===== src/sv/ssie_pkg.sv =====
// Shared types and constants for the shuffle split index engine.
// No dependencies; every other file in sv/ refers to it by scoped names.
`default_nettype none

package ssie_pkg;

   // table geometry
   localparam int DEPTH   = 1024;
   localparam int IDX_W   = $clog2(DEPTH);
   localparam int CNT_W   = IDX_W + 1;

   // request and configuration widths
   localparam int WORD_W  = 32;
   localparam int FRAC_W  = 17;
   localparam int Q_SHIFT = 16;
   localparam int PROD_W  = FRAC_W + CNT_W;
   localparam int CSR_IDX_W = 1;
   localparam int CSR_DAT_W = FRAC_W;

   localparam logic [FRAC_W-1:0] Q16_ONE = FRAC_W'(1 << Q_SHIFT);

   // register reset values
   localparam logic [CNT_W-1:0]  SAMPLE_COUNT_RST   = CNT_W'(DEPTH);
   localparam logic [FRAC_W-1:0] TRAIN_FRACTION_RST = FRAC_W'(1 << (Q_SHIFT - 1));

   // configuration register indexes
   localparam logic [CSR_IDX_W-1:0] CSR_SAMPLE_COUNT   = 1'b0;
   localparam logic [CSR_IDX_W-1:0] CSR_TRAIN_FRACTION = 1'b1;

   // action codes
   localparam logic [1:0] ACT_START = 2'd0;
   localparam logic [1:0] ACT_SWAP  = 2'd1;
   localparam logic [1:0] ACT_TRAIN = 2'd2;
   localparam logic [1:0] ACT_TEST  = 2'd3;

   // status codes
   localparam logic [1:0] ST_OK     = 2'd0;
   localparam logic [1:0] ST_RANGE  = 2'd1;
   localparam logic [1:0] ST_NOSWAP = 2'd2;

   // commands from the controller to the datapath
   typedef struct packed {
      logic       load_req;
      logic       init;
      logic       fill_write;
      logic       div_start;
      logic       swap_read;
      logic       table_read;
      logic       write_i;
      logic       write_j;
      logic       capture;
      logic       status_wr;
      logic [1:0] status_code;
      logic       respond;
   } ssie_cmd_type;

   // status from the datapath to the controller
   typedef struct packed {
      logic [1:0] action;
      logic       swap_ok;
      logic       read_ok;
      logic       fill_done;
      logic       div_done;
   } ssie_stat_type;

endpackage

`default_nettype wire


===== src/sv/ssie_ctrl.sv =====
// Controller state machine: sequences fill, swap and read items over the datapath.
// Depends on ssie_pkg.
`default_nettype none

module ssie_ctrl (
   input  wire logic                    clock,
   input  wire logic                    reset,
   input  wire logic                    start,
   output logic                         busy,
   input  wire ssie_pkg::ssie_stat_type stat,
   output ssie_pkg::ssie_cmd_type       cmd
);

   localparam logic [2:0] S_IDLE     = 3'd0;
   localparam logic [2:0] S_DISPATCH = 3'd1;
   localparam logic [2:0] S_FILL     = 3'd2;
   localparam logic [2:0] S_DIV      = 3'd3;
   localparam logic [2:0] S_SWAP_I   = 3'd4;
   localparam logic [2:0] S_SWAP_J   = 3'd5;
   localparam logic [2:0] S_READ     = 3'd6;
   localparam logic [2:0] S_RESP     = 3'd7;

   logic [2:0] state_ff, state_in;

   // next state and commands
   always_comb begin
      state_in = state_ff;
      cmd      = '0;
      unique case (state_ff)
         S_IDLE: begin
            if (start) begin
               cmd.load_req = 1'b1;
               state_in     = S_DISPATCH;
            end
         end
         S_DISPATCH: begin
            unique case (stat.action) inside
               ssie_pkg::ACT_START: begin
                  cmd.init = 1'b1;
                  state_in = S_FILL;
               end
               ssie_pkg::ACT_SWAP: begin
                  if (stat.swap_ok) begin
                     cmd.div_start = 1'b1;
                     state_in      = S_DIV;
                  end else begin
                     cmd.status_wr   = 1'b1;
                     cmd.status_code = ssie_pkg::ST_NOSWAP;
                     state_in        = S_RESP;
                  end
               end
               ssie_pkg::ACT_TRAIN, ssie_pkg::ACT_TEST: begin
                  if (stat.read_ok) begin
                     cmd.table_read = 1'b1;
                     state_in       = S_READ;
                  end else begin
                     cmd.status_wr   = 1'b1;
                     cmd.status_code = ssie_pkg::ST_RANGE;
                     state_in        = S_RESP;
                  end
               end
               default: state_in = S_RESP;
            endcase
         end
         S_FILL: begin
            if (stat.fill_done) begin
               state_in = S_RESP;
            end else begin
               cmd.fill_write = 1'b1;
            end
         end
         S_DIV: begin
            if (stat.div_done) begin
               cmd.swap_read = 1'b1;
               state_in      = S_SWAP_I;
            end
         end
         S_SWAP_I: begin
            cmd.write_i = 1'b1;
            state_in    = S_SWAP_J;
         end
         S_SWAP_J: begin
            cmd.write_j = 1'b1;
            state_in    = S_RESP;
         end
         S_READ: begin
            cmd.capture = 1'b1;
            state_in    = S_RESP;
         end
         S_RESP: begin
            cmd.respond = 1'b1;
            state_in    = S_IDLE;
         end
         default: state_in = S_IDLE;
      endcase
   end

   // state register
   always_ff @(posedge clock) begin
      if (reset) begin
         state_ff <= S_IDLE;
      end else begin
         state_ff <= state_in;
      end
   end

   assign busy = state_ff != S_IDLE;

endmodule

`default_nettype wire


===== config.mk =====
export PLATFORM = sky130hd
export DESIGN_NAME = ssie_ctrl
export DESIGN_NICKNAME = d
export VERILOG_FILES = /design/src/sv/ssie_pkg.sv /design/src/sv/ssie_ctrl.sv
export SDC_FILE = /design/constraint.sdc
export NUM_CORES = 1
export LEC_CHECK = 0
export CORE_AREA = 2 2 39 41
export CTS_CLUSTER_SIZE = 24
export DETAILED_ROUTE_END_ITERATION = 10
export DIE_AREA = 0 0 41 43
export DONT_BUFFER_PORTS = 1
export HOLD_SLACK_MARGIN = 0.03
export PLACE_DENSITY = 0.41
export SYNTH_ARGS = -nofsm -noshare
export SYNTH_HDL_FRONTEND = slang
export SYNTH_SLANG_ARGS = --single-unit

===== constraint.sdc =====
create_clock -name clock -period 1.3 [get_ports clock]
set_input_delay 0.26 -clock clock [delete_from_list [all_inputs] [get_ports clock]]
set_output_delay 0.26 -clock clock [all_outputs]
set_load 0.005 [all_outputs]

==> reports/metrics.yaml, run 1 <==
nNetsFinal: 59
fin_ws_ps: -209
clock_latency_ps: 230
cts_inserted_buffers: 3
synth-xor-area-share_pct: 0
area_growth_pct: 37.4
timing.final.crit_share_pct: 116
firstDrtPassIters: 2
fillers: 157
cts_hold_buf: 0
wl_um: 842
status: "complete, but fails checks"
multi_input_area_um2: 299
syn-mean-instance-area_um2: 7.86
crit_type: "reg2out"
synthAdderAreaFrac_pct: 0
synth_top_cell_by_area: "dfxtp_1"
slowest_stage: "or3b_4"
synth.area.top_cells: "dfxtp_1 18%, nor4b_4 14%, nor2_1 7.8%, and3b_1 5.2%, a21oi_1 4.4%"
synth_top_family_by_area: "simple AND/OR/NAND/NOR gates"
clkSinkCount: 3
synth_top_cell_area_share_pct: 17.8
synth_compound_area_share_pct: 11.5
holdCritPathClass: "in2reg"
largest-register: "state_ff"
ff_latch_area_um2: 62.6
min_period_ps: 1510
syn_area_um2: 338
relSlewSlack_pct: 79.6
cellPowerDensity_nw_per_um2: 1190
dieHeight_um: 43
setup_viol: 8
grt_max_degree: 12
finClkSkew_ps: 2.46
routedWlPerCell_um: 13.0
muxShareOfSynthArea_pct: 3.33
die_w_um: 41
antenna_found_initial: 0
fp-row-count: 14
reg_top3: "state_ff x3"
final_cells: 65
htree_num_levels: 1
hpwl_um: 641
syn-num-nets: 52
ys_types: 25
tightest_slew_ps: 302
stdcell_area_um2: 464
dp.cells: 59
cp.arrival_ps: 1250
cap_violations: 0
initial_core_util_pct: 24.4
n_antenna_cell: 0
drc: 0
max_freq_mhz: 662
grt_first_pass_wirelength_mm: 1.32
cts_tree: "done"
path_delay_family: "simple AND/OR/NAND/NOR gates"
clk_path_buf_depth: 2
coreArea_um2: 1380
crit_buf_inv: 0
path_cells: "or3b_4, nor4b_4"
post_drt_via_cell_ratio: 4.91
hold_viol: 0
rsz0062_at_grt: "yes"
drt-initial-drc-count: 1
yosys_warnings: 0
die_area_um2: 1760
critPathLaunchType: "flop"
final_layout_size_suffix_gt1_share_pct: 51.0
slew_violations: 0
violations: "setup timing"
cts_root_buffer: "clkbuf_4"
io_pins: 23
cp.required_ps: 1040
cp-end-kind: "output port"
vias: 319
ant_nets: 0
p_leak_uw: 0.000181
ys_ff_latch: 3
max_stage_delay_ps: 450
port_buffers: 0
max-vdd-ir-drop_v: 0.000391
ys_seq_area_share_pct: 17.8
grt_usage_pct: 12.4
largest_reg_flops: 3
clk_pin_slew_ps: 40
overflow: 0
total_power_uw: 552
place.gp.congestion: 0.664
postPlaceCellArea_um2: 362
synth_simple_gate_area_share_pct: 57.4
synth_cells: 43
cp_max_fo: 7
grt_pass1_vias: 332
fin_util_pct: 33.5
[what timing repair did]
item                                    in CTS  in global routing
buffers inserted                             1                  1
resized for setup                            9                  7
pin swaps                                    2                  2
endpoints found under the setup margin      10                 11
[per-stage QoR]
stage	TNS, ps	hold WS [ps]	setup slack (ps)
6_report	-1370	99.8	-209
5_1_grt	-1800	75.3	-272
4_1_cts	-1410	90.3	-224
3_5_place_dp	-106	338	-66.3
3_3_place_gp	-62.7	334	-31.4
2_1_floorplan	-159	329	-76.7
[final timing paths]
path	start	to	slack, ps	depth (start not counted)
max	state_ff[1]	cmd[9]	-210	2
min	reset	state_ff[2]	100	1
max reg2reg	state_ff[2]	state_ff[0]	140	4
min reg2reg	state_ff[0]	state_ff[1]	620	3
[cells in the final DEF, fill, tap and decap left out, drive strengths merged, types with 2 or more instances in the layout]
cell / Yosys / final
and3b: 2 / 2
or2: 2 / 2
dfxtp: 3 / 3
nand2: 2 / 2
nor2b: 2 / 2
nor2: 7 / 7
buf: 2 / 6
a21oi: 3 / 3
nor4b: 3 / 3
clkbuf: 2 / 4
nand3b: 2 / 2
inv: 2 / 2
[routing by layer]
layer  GRT usage, %  up-vias  wire [µm]  share of wire (%)
li1               -      159          -                  -
met1           11.3      143        318                 38
met2           17.2       15        435                 52
met3           5.24        2         60                7.1
met4           16.0        0         27                3.2
met5              0        -          0                  0
[Yosys cell counts]
| cell | count |
|---|---|
| nor2_1 | 7 |
| a21oi_1 | 3 |
| dfxtp_1 | 3 |
| and3b_1 | 2 |
| clkbuf_1 | 2 |
| inv_1 | 2 |
| nand2_1 | 2 |
| nand3b_1 | 2 |
| nor2b_1 | 2 |
| nor4b_4 | 2 |
| or2_2 | 2 |
| a211oi_1 | 1 |
| and2_1 | 1 |
| and3_1 | 1 |
| buf_4 | 1 |
| buf_6 | 1 |
| mux2_2 | 1 |
| nand2b_1 | 1 |
| nor3_1 | 1 |
| nor3b_1 | 1 |
| nor4b_1 | 1 |
| o21bai_1 | 1 |
| o311ai_0 | 1 |
| or3_1 | 1 |
| or3b_1 | 1 |
[worst register-to-register path, cell delays in order (launching register included)]
cell and delay, ps:
dfxtp_1 300, buf_4 170, or2_2 290, a211oi_1 220, nor3_1 70
[report_power, final]
| part | switching [µW] | internal (µW) | leakage, µW |
|---|---|---|---|
| clock network | 47.2 | 115 | 0.0000150 |
| registers | 9.22 | 112 | 0.0000254 |
| logic | 132 | 136 | 0.000140 |
[area by class of cell]
class	count	area share, %
Clock buffer	4	5.66
Inverter	2	1.62
Multi-Input combinational cell	34	64.4
Sequential cell	3	13.5
Tap cell	16	4.31
Timing Repair Buffer	6	10.5
[cells by family after synthesis]
family / after synthesis
buf+inv: 6
compound gates: 6
flops: 3
simple gates: 27
mux: 1
Power figures use the tool's default switching activity.
==> run 2, diff against run 1 <==
--- a/config.mk
+++ b/config.mk
@@ -11,7 +11,6 @@
 export DIE_AREA = 0 0 41 43
 export DONT_BUFFER_PORTS = 1
 export HOLD_SLACK_MARGIN = 0.03
-export PLACE_DENSITY = 0.41
 export SYNTH_ARGS = -nofsm -noshare
 export SYNTH_HDL_FRONTEND = slang
 export SYNTH_SLANG_ARGS = --single-unit
==> run 2 against run 1 <==
  * The flow still finishes with violations (setup timing)
  * Clock skew up 6.0 ps
  * Largest power group unchanged
  * Sequential power hardly changed
  * Critical endpoint unchanged
  * Critical path depth is the same
  * Combinational power shrank 4%
  * Worst setup slack worse by 11 ps
  * First-iteration DRC count is 100% lower
  * Fmax is 0.72% lower
  * Final cell count down 3.1%
  * Worst hold slack got worse by 4.5 ps
  * Largest cell class unchanged
  * Clock power grew 9%
==> reports/metrics.yaml, run 2 (synthesized netlist as in run 1, its figures left out) <==
status: "complete, but fails checks"
violations: "setup timing"
power.internal_uw: 352  # -2.9%
critPathLaunch: "state_ff[1]"
p_leak_uw: 0.000175  # -3.3%
grt_max_degree: 12  # unchanged
die_area_um2: 1760  # unchanged
crit_type: "reg2out"
clkSinkCount: 3  # unchanged
firstDrtPassIters: 1  # -1
post-place-ws_ps: -52.1  # +14.2 ps
cp.required_ps: 1040  # about the same
vias: 320  # +0.31%
clkPwrFrac_pct: 31.9  # +2.5 points
clk_path_buf_depth: 2  # unchanged
grt_first_pass_wirelength_mm: 1.15  # -14%
cts_root_buffer: "clkbuf_4"
hold_viol: 0  # unchanged
worst-r2r-cell-count: 4  # unchanged
relSlewSlack_pct: 79.3  # -0.39 points
share_comb_of_total_power_pct: 46.4  # -2.3 points
fin_ws_ps: -220  # -11.0 ps
cp.arrival_ps: 1260  # about the same
antenna_found_initial: 0  # unchanged
setup_tns_ps: -1380  # -9.99 ps
setup_viol: 8  # unchanged
min_period_ps: 1520  # +11.0 ps
largest-register: "state_ff"
fillers: 152  # -3.2%
wl_um: 825  # -2.0%
die_w_um: 41  # unchanged
place.gp.congestion: 0.729  # +9.9%
clk_pin_slew_ps: 40  # about the same
reg_top3: "state_ff x3"
hpwl_um: 581  # -9.3%
critPathLaunchType: "flop"
overflow: 0  # unchanged
final_common_cell: "nor2_1"
area_growth_pct: 33.0
port_buffers: 0  # unchanged
drt-initial-drc-count: 0  # -1
clock_latency_ps: 250  # +20 ps
initial_core_util_pct: 24.4  # unchanged
largest_reg_flops: 3  # unchanged
r2r_start: "state_ff[0]"
rsz0062_at_grt: "yes"
grt_pass1_vias: 287  # -14%
cap_violations: 0  # unchanged
final_layout_size_suffix_gt1_share_pct: 48.9  # -2.1 points
io_pins: 23  # unchanged
max_freq_mhz: 658  # -0.72%
holdCritPathClass: "in2reg"
post_drt_via_cell_ratio: 5.08  # +3.5%
cp_max_fo: 7  # unchanged
timing.final.crit_share_pct: 117  # +0.85 points
finClkSkew_ps: 8.51  # +6.04 ps
hold_start: "reset"
nNetsFinal: 57  # -3.4%
cellPowerDensity_nw_per_um2: 1230  # +3.4%
tightest_slew_ps: 307  # +5.72 ps
grt_usage_pct: 10.4  # -2.0 points
fp-row-count: 14  # unchanged
n_antenna_cell: 0  # unchanged
cts_tree: "done"
max-vdd-ir-drop_v: 0.000377  # -3.4%
htree_num_levels: 1  # unchanged
switching_power_uw: 199  # +5.7%
routedWlPerCell_um: 13.1  # +1.1%
cp-end-kind: "output port"
cts_inserted_buffers: 3  # unchanged
coreArea_um2: 1380  # unchanged
holdPathStages: 1  # unchanged
slew_violations: 0  # unchanged
drc: 0  # unchanged
dieHeight_um: 43  # unchanged
switching_share_pct: 36.1  # +1.9 points
ant_nets: 0  # unchanged
p_seq_share_pct: 21.7  # -0.2 points
cts_hold_buf: 0  # unchanged
run 2: layout make-up:
cell class	instances	area, µm²	area share (%)
clock buffer	4	26.3	5.85
multi-input combinational	34	299	66.6
sequential	3	62.6	13.9
tap	16	20.0	4.46
inverter	2	7.51	1.67
timing repair buffer	4	33.8	7.52
run 2: metrics by stage:
step / area, µm² / std cells / power (µW) / util [%] / hold slack (ps)
global placement: 354 / 58 / 297 / 25.6 / 335
floorplan: 342 / 43 / 282 / - / 329
CTS: 422 / 63 / 527 / 30.5 / 91.4
detailed placement: 354 / 58 / 300 / 25.6 / 346
global route: 449 / 63 / 602 / 32.5 / 79.0
finish: 449 / 63 / 552 / 32.5 / 95.3
run 2: routing by layer:
metal	track usage, %	up-vias	share of wire (%)
li1	-	159	-
met1	8.68	141	37
met2	15.3	16	50
met3	5.24	4	9.5
met4	12.0	0	3.3
met5	0	-	0
run 2: worst max-delay path, cell delays in order (launching register included):
cell	delay [ps]
dfxtp_2	310
or3b_4	450
nor4b_4	240
run 2: final timing paths:
path,to,slack [ps]
setup reg to reg,state_ff[0],70
hold / removal,state_ff[2],100
hold reg to reg,state_ff[1],660
setup / recovery,cmd[9],-220
run 2: what timing repair did:
| action | CTS | global route |
|---|---|---|
| gates resized for setup | 8 | 8 |
| endpoints found under the setup margin | 10 | 11 |
| endpoints found under the hold margin | 0 | 0 |
| setup buffers | 1 | 0 |
| pin swaps | 4 | 2 |
run 2: power by group through the flow:
stage / Combinational [µW] / Sequential (µW) / Clock (µW)
CTS: 227 / 118 / 182
floorplan: 166 / 117 / 0
detailed placement: 182 / 118 / 0
finish: 256 / 120 / 176
global placement: 180 / 117 / 0
global route: 281 / 122 / 200
==> run 3, diff against run 2 <==
--- a/config.mk
+++ b/config.mk
@@ -11,6 +11,7 @@
 export DIE_AREA = 0 0 41 43
 export DONT_BUFFER_PORTS = 1
 export HOLD_SLACK_MARGIN = 0.03
+export SETUP_SLACK_MARGIN = 0.15
 export SYNTH_ARGS = -nofsm -noshare
 export SYNTH_HDL_FRONTEND = slang
 export SYNTH_SLANG_ARGS = --single-unit
==> run 3 against run 2 <==
  * The run still ends with setup timing left
  * Fmax about the same
  * Non-clock buffer count unchanged
  * First-iteration DRC count up 5
  * Clock skew down 4.8 ps
  * Clock-buffer cell count unchanged
  * Utilization up 0.99 points
  * Global-route usage up 0.42 points
  * Power up 2.1%
  * Combinational power up 6%
  * Largest power group unchanged
==> reports/metrics.yaml, run 3 (synthesized netlist as in run 1, its figures left out) <==
n_antenna_cell: 0  # unchanged
die_area_um2: 1760  # unchanged
antenna_found_initial: 0  # unchanged
rsz0062_at_grt: "yes"
place.gp.congestion: 0.732  # +0.33%
clk_path_buf_depth: 2  # unchanged
violations: "setup timing"
hold_viol: 0  # unchanged
status: "complete, but fails checks"
grt_max_degree: 12  # unchanged
relSlewSlack_pct: 80.0  # +0.70 points
min_period_ps: 1520  # -0.191 ps
critPathLaunchType: "flop"
switching_share_pct: 35.3  # -0.83 points
final_common_cell: "nor2_1"
fin_ws_ps: -220  # +0.191 ps
clkPwrFrac_pct: 30.1  # -1.8 points
cts_hold_buf: 0  # unchanged
die_w_um: 41  # unchanged
cellPowerDensity_nw_per_um2: 1220  # -0.95%
setup_viol: 8  # unchanged
grt_pass1_vias: 313  # +9.1%
switching_power_uw: 199  # -0.25%
max_freq_mhz: 658  # about the same
wl_um: 815  # -1.2%
final_cells: 63  # unchanged
nNetsFinal: 57  # unchanged
largest-register: "state_ff"
p_leak_uw: 0.000176  # +0.62%
cp.required_ps: 1040  # about the same
whs_ps: 79.3  # -16.0 ps
port_buffers: 0  # unchanged
vias: 337  # +5.3%
routedWlPerCell_um: 12.9  # -1.2%
cts_root_buffer: "clkbuf_4"
fin_util_pct: 33.5  # +0.99 points
clkSinkCount: 3  # unchanged
cp_max_fo: 7  # unchanged
tightest_slew_ps: 297  # -10.4 ps
grt_usage_pct: 10.9  # +0.42 points
firstDrtPassIters: 4  # +3
clk_pin_slew_ps: 40  # about the same
hpwl_um: 586  # +0.79%
grt_first_pass_wirelength_mm: 1.24  # +7.9%
cp.arrival_ps: 1260  # about the same
coreArea_um2: 1380  # unchanged
htree_num_levels: 1  # unchanged
setup_tns_ps: -1230  # +147 ps
final_layout_size_suffix_gt1_share_pct: 53.2  # +4.3 points
cp-end-kind: "output port"
io_pins: 23  # unchanged
ant_nets: 0  # unchanged
initial_core_util_pct: 24.4  # unchanged
max-vdd-ir-drop_v: 0.000372  # -1.3%
finClkSkew_ps: 3.75  # -4.75 ps
layout_common_cells: "4 x nor2_1, 3 x nor2_4, 3 x nor4b_4, 3 x clkbuf_4, 3 x dfxtp_2"
dieHeight_um: 43  # unchanged
holdCritPathClass: "in2reg"
crit_type: "reg2out"
power.internal_uw: 364  # +3.4%
reg_top3: "state_ff x3"
drt-initial-drc-count: 5  # +5
fp-row-count: 14  # unchanged
share_comb_of_total_power_pct: 48.1  # +1.7 points
cts_tree: "done"
p_seq_share_pct: 21.8  # about the same
area_growth_pct: 37.0
timing.final.crit_share_pct: 117  # about the same
post_drt_via_cell_ratio: 5.35  # +5.3%
largest_reg_flops: 3  # unchanged
cap_violations: 0  # unchanged
overflow: 0  # unchanged
dp.cells: 58  # unchanged
cts_inserted_buffers: 3  # unchanged
slew_violations: 0  # unchanged
drc: 0  # unchanged
clock_latency_ps: 240  # about the same
post-place-ws_ps: -75.3  # -23.3 ps
==> run 3: cell counts in the layout (fill, tap and decap cells not counted) <==
No cell type changed its count.
==> run 3: through the flow <==
| stage | area (µm²) | total power [µW] |
|---|---|---|
| CTS | 455 | 560 |
| global placement | 359 | 303 |
| floorplan | 347 | 286 |
| global route | 463 | 613 |
| detailed placement | 359 | 306 |
| finish | 463 | 563 |
==> run 3: final timing paths <==
check               from     endpoint  slack [ps]  cells after the start
min                reset  state_ff[2]          80                      1
max reg2reg  state_ff[1]  state_ff[0]         190                      3
max          state_ff[1]       cmd[9]        -220                      2
min reg2reg  state_ff[0]  state_ff[1]         610                      3
==> run 3: layout make-up <==
type	count	area, µm²
repair buffers	4	37.5
inverters	2	7.51
fillers	163	921
clock buffers	4	26.3
flip-flops and latches	3	63.8
multi-input cells	34	308
well taps	16	20.0
==> run 3: power groups by stage <==
stage / clock (µW) / combinational, µW / sequential [µW]
after floorplan: 0 / 168 / 118
after global placement: 0 / 185 / 118
after detailed placement: 0 / 187 / 119
after CTS: 177 / 262 / 121
after global routing: 188 / 300 / 126
final: 170 / 271 / 123
==> run 3: worst max-delay path, cell delays in order (launching register included) <==
cell     delay (ps)
dfxtp_2         310
or3b_4          450
nor4b_4         260
==> run 3: routing by layer <==
layer,up-vias,track usage (%),wire [µm]
met2,24,15.6,393
li1,160,-,-
met3,4,4.71,97
met4,0,10.0,28
met1,149,11.0,295
met5,-,0,0
==> run 3: timing repair <==
action / 4_1_cts / 5_1_grt
setup endpoints to repair: 15 / 16
setup buffers: 1 / 0
pin swaps: 7 / 1
resized for setup: 15 / 3
